$ cat config.mk
export PLATFORM = sky130hd
export DESIGN_NAME = permutation_code_encoder
export DESIGN_NICKNAME = d
export VERILOG_FILES = /design/src/rtl/core/pce_pkg.sv /design/src/rtl/core/pce_scan_unit.sv /design/src/rtl/core/pce_bit_packer.sv /design/src/rtl/core/permutation_code_encoder.sv
export SDC_FILE = /design/constraint.sdc
export NUM_CORES = 1
export LEC_CHECK = 0
export ABC_AREA = 1
export BUFFER_PORTS_ARGS = -buffer_cell sky130_fd_sc_hd__buf_2
export CORE_ASPECT_RATIO = 0.6
export CORE_MARGIN = 1.5
export CORE_UTILIZATION = 60
export CTS_CLUSTER_DIAMETER = 50
export DETAILED_ROUTE_END_ITERATION = 8
export PLACE_DENSITY = 0.8
export SLEW_MARGIN = 40
export SYNTH_ARGS = -nofsm -noshare
export SYNTH_HDL_FRONTEND = slang
export SYNTH_SLANG_ARGS = --single-unit
$ cat constraint.sdc
create_clock -name clock -period 5.56 [get_ports clock]
set_clock_uncertainty 0.1 [all_clocks]
set_input_delay 0.278 -clock clock [delete_from_list [all_inputs] [get_ports clock]]
set_output_delay 0.278 -clock clock [all_outputs]
set_load 0.05 [all_outputs]
$ cat src/rtl/core/pce_pkg.sv
// ----------------------------------------------------------------------------
// pce_pkg: shared definitions of the permutation code encoder
// Sizes, the sequencer state type, control structs and the code-width
// helper functions used by the encoder's modules.
// ----------------------------------------------------------------------------
package pce_pkg;

   localparam int MAX_ELEMENTS = 16;
   localparam int IDX_W        = $clog2(MAX_ELEMENTS);
   localparam int ELEM_W       = 4;
   localparam int SIZE_W       = 5;
   localparam int CODE_W       = 4;
   localparam int WIDTH_W      = 3;
   localparam int ACC_W        = 16;
   localparam int BITS_W       = 4;
   localparam int BYTE_W       = 8;

   localparam logic [SIZE_W-1:0] SIZE_MIN   = SIZE_W'(2);
   localparam logic [SIZE_W-1:0] SIZE_MAX   = SIZE_W'(MAX_ELEMENTS);
   localparam logic [SIZE_W-1:0] SIZE_RESET = SIZE_W'(16);
   localparam logic [BYTE_W-1:0] BYTE_MASK  = 8'b11111111;

   typedef enum logic [1:0] {
      ST_LOAD,
      ST_SCAN,
      ST_CHECK,
      ST_EMIT
   } state_type;

   typedef struct packed {
      logic clear;
      logic step;
   } scan_ctrl_type;

   typedef struct packed {
      logic clear;
      logic append;
      logic shift;
   } pack_ctrl_type;

   // Number of significant bits of a code index.
   function automatic logic [WIDTH_W-1:0] bit_len(input logic [CODE_W-1:0] v);
      logic [WIDTH_W-1:0] n;
      begin
         priority if (v[3]) n = WIDTH_W'(4);
         else if (v[2])     n = WIDTH_W'(3);
         else if (v[1])     n = WIDTH_W'(2);
         else if (v[0])     n = WIDTH_W'(1);
         else               n = WIDTH_W'(0);
         return n;
      end
   endfunction

   // Mask that keeps the low width bits of a code.
   function automatic logic [CODE_W-1:0] code_mask(input logic [WIDTH_W-1:0] width);
      logic [CODE_W:0] m;
      begin
         m = ((CODE_W+1)'(1) << width) - (CODE_W+1)'(1);
         return m[CODE_W-1:0];
      end
   endfunction

endpackage

$ cat src/rtl/core/pce_scan_unit.sv
// ----------------------------------------------------------------------------
// pce_scan_unit: shared compare and count unit
// Compares one stored element per cycle against the current index and
// counts the elements below it.
// ----------------------------------------------------------------------------
module pce_scan_unit (
   input  logic                        clock,
   input  logic                        reset,
   input  pce_pkg::scan_ctrl_type      ctrl,
   input  logic [pce_pkg::ELEM_W-1:0]  value,
   input  logic [pce_pkg::CODE_W-1:0]  target,
   output logic                        match,
   output logic [pce_pkg::CODE_W-1:0]  code_next
);

   logic [pce_pkg::CODE_W-1:0] code_ff;
   logic [pce_pkg::CODE_W-1:0] code_in;
   logic                       below;

   assign match     = (value == target);
   assign below     = (value < target);
   assign code_next = code_ff + pce_pkg::CODE_W'(below);

   always_comb begin
      code_in = code_ff;
      if (ctrl.clear) begin
         code_in = '0;
      end else if (ctrl.step) begin
         code_in = code_next;
      end
   end

   always_ff @(posedge clock) begin
      if (reset) begin
         code_ff <= '0;
      end else begin
         code_ff <= code_in;
      end
   end

endmodule

$ cat src/rtl/core/pce_bit_packer.sv
// ----------------------------------------------------------------------------
// pce_bit_packer: bit accumulator of the encoder
// Appends variable-width codes least significant bit first and hands
// out the low byte.
// ----------------------------------------------------------------------------
module pce_bit_packer (
   input  logic                         clock,
   input  logic                         reset,
   input  pce_pkg::pack_ctrl_type       ctrl,
   input  logic [pce_pkg::CODE_W-1:0]   code,
   input  logic [pce_pkg::WIDTH_W-1:0]  width,
   output logic [pce_pkg::BYTE_W-1:0]   low_byte,
   output logic [pce_pkg::BITS_W-1:0]   bit_count
);

   logic [pce_pkg::ACC_W-1:0]  acc_ff, acc_in;
   logic [pce_pkg::BITS_W-1:0] bits_ff, bits_in;
   logic [pce_pkg::CODE_W-1:0] masked;

   assign masked    = code & pce_pkg::code_mask(width);
   assign low_byte  = acc_ff[pce_pkg::BYTE_W-1:0] & pce_pkg::BYTE_MASK;
   assign bit_count = bits_ff;

   always_comb begin
      acc_in  = acc_ff;
      bits_in = bits_ff;
      priority if (ctrl.clear) begin
         acc_in  = '0;
         bits_in = '0;
      end else if (ctrl.append) begin
         acc_in  = acc_ff | (pce_pkg::ACC_W'(masked) << bits_ff);
         bits_in = bits_ff + pce_pkg::BITS_W'(width);
      end else if (ctrl.shift) begin
         acc_in  = acc_ff >> pce_pkg::BYTE_W;
         bits_in = (bits_ff >= pce_pkg::BITS_W'(pce_pkg::BYTE_W)) ?
                   bits_ff - pce_pkg::BITS_W'(pce_pkg::BYTE_W) : '0;
      end
   end

   always_ff @(posedge clock) begin
      if (reset) begin
         acc_ff  <= '0;
         bits_ff <= '0;
      end else begin
         acc_ff  <= acc_in;
         bits_ff <= bits_in;
      end
   end

endmodule

$ cat src/rtl/core/permutation_code_encoder.sv
// ----------------------------------------------------------------------------
// permutation_code_encoder: Lehmer-style permutation code encoder
// Loads a permutation one element per item and streams out its packed codes.
// ----------------------------------------------------------------------------
// The block takes perm_size elements (clamped to 2..16) on the req channel,
// one per item while req_tready is high. The item that completes the load
// starts the encoding, and req_tready stays low until the check state that
// follows the last byte is over. For each index i from size-1 down to 1 a
// single compare and count unit scans the stored elements, one per cycle, and
// stops at the first element equal to i or at the end of the set; the code is
// the count of earlier elements below i. The code, with width bitlen(i), goes
// into the bit accumulator at the end of the scan, and the check state
// follows. Each byte is held on the rsp channel until it is taken and is
// followed by another check state. An encoding at size 16 packs into seven
// bytes. The scan unit, visiting one element per cycle, sets the length of
// the encoding.
module permutation_code_encoder (
   input  logic        clock,
   input  logic        reset,
   // Input items.
   input  logic        req_tvalid,
   output logic        req_tready,
   input  logic [7:0]  req_tdata,   // [3:0] element_value, [7:4] zero
   // Result items.
   output logic        rsp_tvalid,
   input  logic        rsp_tready,
   output logic [7:0]  rsp_tdata,   // [7:0] packed_byte
   output logic        rsp_tlast,   // last_byte
   // Configuration port.
   input  logic        csr_psel,
   input  logic        csr_penable,
   input  logic        csr_pwrite,
   input  logic [1:0]  csr_paddr,
   input  logic [31:0] csr_pwdata,
   output logic [31:0] csr_prdata,
   output logic        csr_pready
);

   localparam int IDX_W  = pce_pkg::IDX_W;
   localparam int SIZE_W = pce_pkg::SIZE_W;
   localparam int BITS_W = pce_pkg::BITS_W;

   // Configuration register. Only one register exists, so every address
   // selects it.
   logic [SIZE_W-1:0] perm_size_ff;
   logic              csr_write;

   assign csr_pready = 1'b1;
   assign csr_write  = csr_psel && csr_penable && csr_pwrite && csr_pready;
   assign csr_prdata = {{(32-SIZE_W){1'b0}}, perm_size_ff};

   always_ff @(posedge clock) begin
      if (reset) begin
         perm_size_ff <= pce_pkg::SIZE_RESET;
      end else if (csr_write) begin
         perm_size_ff <= csr_pwdata[SIZE_W-1:0];
      end
   end

   // The effective size is the register clamped to the supported range.
   logic [SIZE_W-1:0] eff_size;
   logic [IDX_W-1:0]  last_idx;

   always_comb begin
      priority if (perm_size_ff < pce_pkg::SIZE_MIN) begin
         eff_size = pce_pkg::SIZE_MIN;
      end else if (perm_size_ff > pce_pkg::SIZE_MAX) begin
         eff_size = pce_pkg::SIZE_MAX;
      end else begin
         eff_size = perm_size_ff;
      end
   end

   assign last_idx = IDX_W'(eff_size - SIZE_W'(1));

   // Sequencer registers.
   pce_pkg::state_type state_ff, state_in;
   logic [IDX_W-1:0]   count_ff, count_in;
   logic [IDX_W-1:0]   i_ff, i_in;
   logic [IDX_W-1:0]   j_ff, j_in;
   logic               rsp_valid_ff, rsp_valid_in;
   logic [7:0]         rsp_data_ff, rsp_data_in;
   logic               rsp_last_ff, rsp_last_in;

   // Element store, written once per loaded item. Entries are only read
   // after they have been loaded, so no reset is needed.
   logic [pce_pkg::ELEM_W-1:0] element_store_ff [pce_pkg::MAX_ELEMENTS];
   logic                       store_write;

   logic                            req_accept;
   logic                            load_done;
   logic                            scan_match;
   logic [pce_pkg::CODE_W-1:0]      scan_code;
   logic                            scan_done;
   logic [7:0]                      pack_byte;
   logic [BITS_W-1:0]               pack_bits;
   logic                            emit_now;
   logic                            at_last_index;
   pce_pkg::scan_ctrl_type          scan_ctrl;
   pce_pkg::pack_ctrl_type          pack_ctrl;

   assign req_tready    = (state_ff == pce_pkg::ST_LOAD);
   assign req_accept    = req_tvalid && req_tready;
   assign store_write   = req_accept;
   assign load_done     = ({1'b0, count_ff} + SIZE_W'(1)) >= eff_size;
   assign scan_done     = scan_match || (j_ff == last_idx);
   assign at_last_index = (i_ff == IDX_W'(1));
   // A byte is ready when eight bits are held, or when the last code has
   // been packed and some bits remain.
   assign emit_now      = (pack_bits >= BITS_W'(8)) ||
                          (at_last_index && (pack_bits != '0));

   assign rsp_tvalid = rsp_valid_ff;
   assign rsp_tdata  = rsp_data_ff;
   assign rsp_tlast  = rsp_last_ff;

   pce_scan_unit u_scan (
      .clock     (clock),
      .reset     (reset),
      .ctrl      (scan_ctrl),
      .value     (element_store_ff[j_ff]),
      .target    (pce_pkg::CODE_W'(i_ff)),
      .match     (scan_match),
      .code_next (scan_code)
   );

   pce_bit_packer u_pack (
      .clock     (clock),
      .reset     (reset),
      .ctrl      (pack_ctrl),
      .code      (scan_code),
      .width     (pce_pkg::bit_len(pce_pkg::CODE_W'(i_ff))),
      .low_byte  (pack_byte),
      .bit_count (pack_bits)
   );

   always_comb begin
      state_in     = state_ff;
      count_in     = count_ff;
      i_in         = i_ff;
      j_in         = j_ff;
      rsp_valid_in = rsp_valid_ff;
      rsp_data_in  = rsp_data_ff;
      rsp_last_in  = rsp_last_ff;
      scan_ctrl    = '0;
      pack_ctrl    = '0;
      unique case (state_ff)
         pce_pkg::ST_LOAD: begin
            if (req_accept) begin
               if (load_done) begin
                  count_in        = '0;
                  i_in            = last_idx;
                  j_in            = '0;
                  scan_ctrl.clear = 1'b1;
                  pack_ctrl.clear = 1'b1;
                  state_in        = pce_pkg::ST_SCAN;
               end else begin
                  count_in = count_ff + IDX_W'(1);
               end
            end
         end
         pce_pkg::ST_SCAN: begin
            if (scan_done) begin
               pack_ctrl.append = 1'b1;
               state_in         = pce_pkg::ST_CHECK;
            end else begin
               scan_ctrl.step = 1'b1;
               j_in           = j_ff + IDX_W'(1);
            end
         end
         pce_pkg::ST_CHECK: begin
            priority if (emit_now) begin
               rsp_valid_in = 1'b1;
               rsp_data_in  = pack_byte;
               rsp_last_in  = at_last_index && (pack_bits <= BITS_W'(8));
               state_in     = pce_pkg::ST_EMIT;
            end else if (at_last_index) begin
               state_in = pce_pkg::ST_LOAD;
            end else begin
               i_in            = i_ff - IDX_W'(1);
               j_in            = '0;
               scan_ctrl.clear = 1'b1;
               state_in        = pce_pkg::ST_SCAN;
            end
         end
         pce_pkg::ST_EMIT: begin
            if (rsp_tready) begin
               rsp_valid_in    = 1'b0;
               pack_ctrl.shift = 1'b1;
               state_in        = pce_pkg::ST_CHECK;
            end
         end
         default: begin
            state_in = pce_pkg::ST_LOAD;
         end
      endcase
   end

   always_ff @(posedge clock) begin
      if (reset) begin
         state_ff     <= pce_pkg::ST_LOAD;
         count_ff     <= '0;
         i_ff         <= '0;
         j_ff         <= '0;
         rsp_valid_ff <= 1'b0;
      end else begin
         state_ff     <= state_in;
         count_ff     <= count_in;
         i_ff         <= i_in;
         j_ff         <= j_in;
         rsp_valid_ff <= rsp_valid_in;
      end
   end

   always_ff @(posedge clock) begin
      rsp_data_ff <= rsp_data_in;
      rsp_last_ff <= rsp_last_in;
      if (store_write) begin
         element_store_ff[count_ff] <= req_tdata[pce_pkg::ELEM_W-1:0];
      end
   end

endmodule

==> results.md <==
* Layout Nets at 761
* Fillers at 745
* Setup TNS at 0 ns
* Iter 0 DRT Violations at 593
* First-pass DRT Iterations at 5
* R2R Setup Slk at 1.38 ns
* Max Cap Viol at 0
* Max-slew violation count at 0
* Clock tree root buffer cell: clkbuf_16
* IO Pins at 93
* Initial antenna violation count at 0
* Post-CTS sizing at 0
* Compound-gate portion of the synthesized area at 0.145
* #FFs+latches synth at 121
* Syn Area/Cell at 9.22 um^2
* Max clock buf depth at 2
* DIE WIDTH at 133 um
* H-tree Lvls at 4
* Pwr per Cell Area at 346 nW/um^2
* Post-synthesis mux area share at 0.0264
* Largest family of logic cells by synthesized area: simple AND/OR/NAND/NOR gates
* Finish-stage setup viols at 0
* Die Ht at 80.9 um
* Area leader, netlist: edfxtp_1
* Min cycle time layout at 4.18 ns
* CTS tree: done
* Max stage delay on crit path at 0.45 ns
* Routed WL per cell at 16.5 um
* Worst path bufs/invs at 1
* Final worst-path cycle share at 0.751
* Clock slew at reported path FFs at 0.06 ns
* Share of the synthesized area in the top cell type at 0.361
* Number of global-route vias before repair at 4471
* Area grow syn2layout at 12.3%
* Total Die Area at 10700 um^2
* Starting Density at 0.616
* Detail Placement HPWL at 9580 um
* Crit path launch type: flip-flop
* Final GP Congestion at 0.930
* Remaining routing DRC violations at 0
* WP data arrival at 4.42 ns
* Critical path required time at 5.80 ns
* Synth area leaders: edfxtp_1 (36%), dfxtp_1 (16%), nand2_1 (5.3%)
* Largest net degree at the start of global routing at 49
* Core Region at 9840 um^2
* First-pass GRT wire length at 22100 um
* Row cnt at 28
* Post-synthesis sequential area ratio at 0.520
* Max-slew headroom at 0.479
* Layout cell share with drive strength beyond 1 at 0.118
* Count of final hold-check violations at 0
* CP top delay family: compound AO/OA/AOI/OAI gates
* Worst hold path class: primary input to flip-flop
* Clock buffers created by TritonCTS at 17
* Unique masters post-synth at 41
* GR Util All Layers at 0.269
* Critical path type: flip-flop to flip-flop
* Slowest CP cell: buf_4
* DR vias/cell at 5.68
* Post-Synth Adder-Cell Area at 0.0487
* Slew @ Worst Pin at 0.780 ns
* Total wire length at 13800 um
* Routed Antenna Nets at 0
* Worst setup EP type: flip-flop
* Final core occ at 0.692
* Cell count after synthesis at 658
* VDD IR max at 0.000261 V
* Clock Sinks at 121
* Simple-Gate Fraction of Synth Area at 0.147
* RSZ-0062 raised after global routing: no
* Status: completed
* Layout Cells excl Fill at 837
* Syn. warnings at 0
* Max Freq at 0.239 GHz
* CP most frequent cell: o21ai_0
* Clk_lat worst skew at 0.41 ns
* CP Cell Sequence: buf_4, mux2i_1, o21ai_0, o211ai_1, nand2_1, ha_1, a21oi_1, nor2_1, a211oi_1, ha_1, ha_1, xor2_1, nand2_1, o21ai_0, nand2_1, o21ai_0, o21ai_0, nor2_1, nand3_1, a21oi_1
* Power, Total at 0.00235 W
* P_leak at 2.66 nW
* Syn Std Cell Area at 6070 um^2
* # hold bufs at CTS at 0
* Number of placed cells counting well taps at 805
* Crit-path max FO at 48
* Grt ovf at 0
* XOR/XNOR Fraction of Synth Area at 0.0144
* # Post-CTS Setup Buffers at 0
* Port bufs at 31
* N_diodes at 0
* Via total after detailed routing at 4750
[sequential cells by signal (all words and copies together), names as in the netlist, named ones only]
register	count
u_scan.code_ff	4
u_pack.bit_count	4
count_ff	4
i_ff	4
perm_size_ff	5
state_ff	2
rsp_tlast	1
rsp_tvalid	1
u_pack.acc_ff	16
element_store_ff	64
j_ff	4
rsp_tdata	8
[final cells by class]
type | instances | area, um^2 | area share
inverter | 78 | 293 | 0.0430
tap | 135 | 169 | 0.0248
timing repair buffer | 34 | 178 | 0.0261
multi-input combinational | 437 | 2420 | 0.356
clock buffer | 22 | 507 | 0.0744
sequential | 121 | 3150 | 0.463
clock inverter | 10 | 88.8 | 0.0130
[where the power goes]
part / leakage (nW) / total (W) / internal [W] / switching (W)
registers: 1.05 / 0.000991 / 0.000974 / 0.0000172
clock network: 0.292 / 0.00108 / 0.000689 / 0.000390
logic: 1.32 / 0.000284 / 0.0000779 / 0.000206
[cells by family (layout without fill, tap and decap cells)]
family          count (synthesis)  count (layout)
fa+ha+maj                      23              23
simple gates                  207             207
mux                            16              16
buf+inv                       126             144
xor+xnor                       10              10
other cells                     2              28
flops                         121             121
compound gates                153             153
[per-layer routing]
| metal | vias to the layer above | part of all wire | GRT usage |
|---|---|---|---|
| met3 | 30 | 0.089 | 0.0543 |
| li1 | 2268 | - | - |
| met4 | 0 | 0.016 | 0.0945 |
| met2 | 242 | 0.44 | 0.419 |
| met5 | - | 0 | 0 |
| met1 | 2210 | 0.46 | 0.378 |
[synthesized netlist by cell type]
library cell / count
a21boi_0: 3
nand2_2: 5
edfxtp_1: 73
or2_1: 1
buf_1: 1
clkbuf_1: 15
dfxtp_1: 48
a211oi_1: 5
a21o_1: 2
inv_2: 2
nand2_4: 1
o21ai_0: 49
nand2_1: 86
nor2_2: 1
nor3b_1: 1
ha_1: 22
mux2i_1: 16
or2_2: 3
nor2_1: 58
nand4_1: 6
o211a_1: 1
buf_6: 1
xnor2_1: 2
clkinv_1: 2
o31ai_2: 1
a21oi_1: 63
nand3_1: 37
o21ai_1: 1
a31oi_1: 5
xor2_1: 8
buf_4: 28
conb_1: 2
o22ai_1: 1
buf_2: 3
nand3b_1: 1
nor3_2: 1
fa_1: 1
o211ai_2: 3
nor3_1: 6
inv_1: 74
o211ai_1: 19
[tightest hold or removal path, delay by kind of cell]
kind	cells	cell delay [ns]
AOI/OAI and AO/OA	2	0.13
buffers and inverters	1	0.08
[stage by stage]
step,cell area (um^2),worst slack (ns),hold WS [ns]
CTS,6810,1.46,0.00477
global route,6810,1.11,0.0189
detailed placement,6220,1.59,0.316
finish,6810,1.38,0.00633
floorplan,6160,2.25,0.247
global placement,6210,1.78,0.307
[final timing paths]
check | start | to | depth (start not counted)
max | flip-flop | u_pack.acc_ff[6] | 20
min | csr_pwdata[4] | perm_size_ff[4] | 3
max reg2reg | flip-flop | u_pack.acc_ff[6] | 20
min reg2reg | u_pack.acc_ff[4] | rsp_tdata[4] | 0
[cells in the final DEF (no fill, tap or decap), drive strengths merged, types with 5 or more instances in the layout]
cell type,netlist,routed
mux2i,16,16
xor2,8,8
a31oi,5,5
nor2,59,59
ha,22,22
a211oi,5,5
nand4,6,6
nand2,92,92
clkinv,2,8
o21ai,50,50
nor3,7,7
inv,76,77
edfxtp,73,73
buf,33,34
a21oi,63,63
clkbuf,15,22
nand3,37,37
o211ai,22,22
conb,2,28
dfxtp,48,48
(Power assumes the default switching activity.)
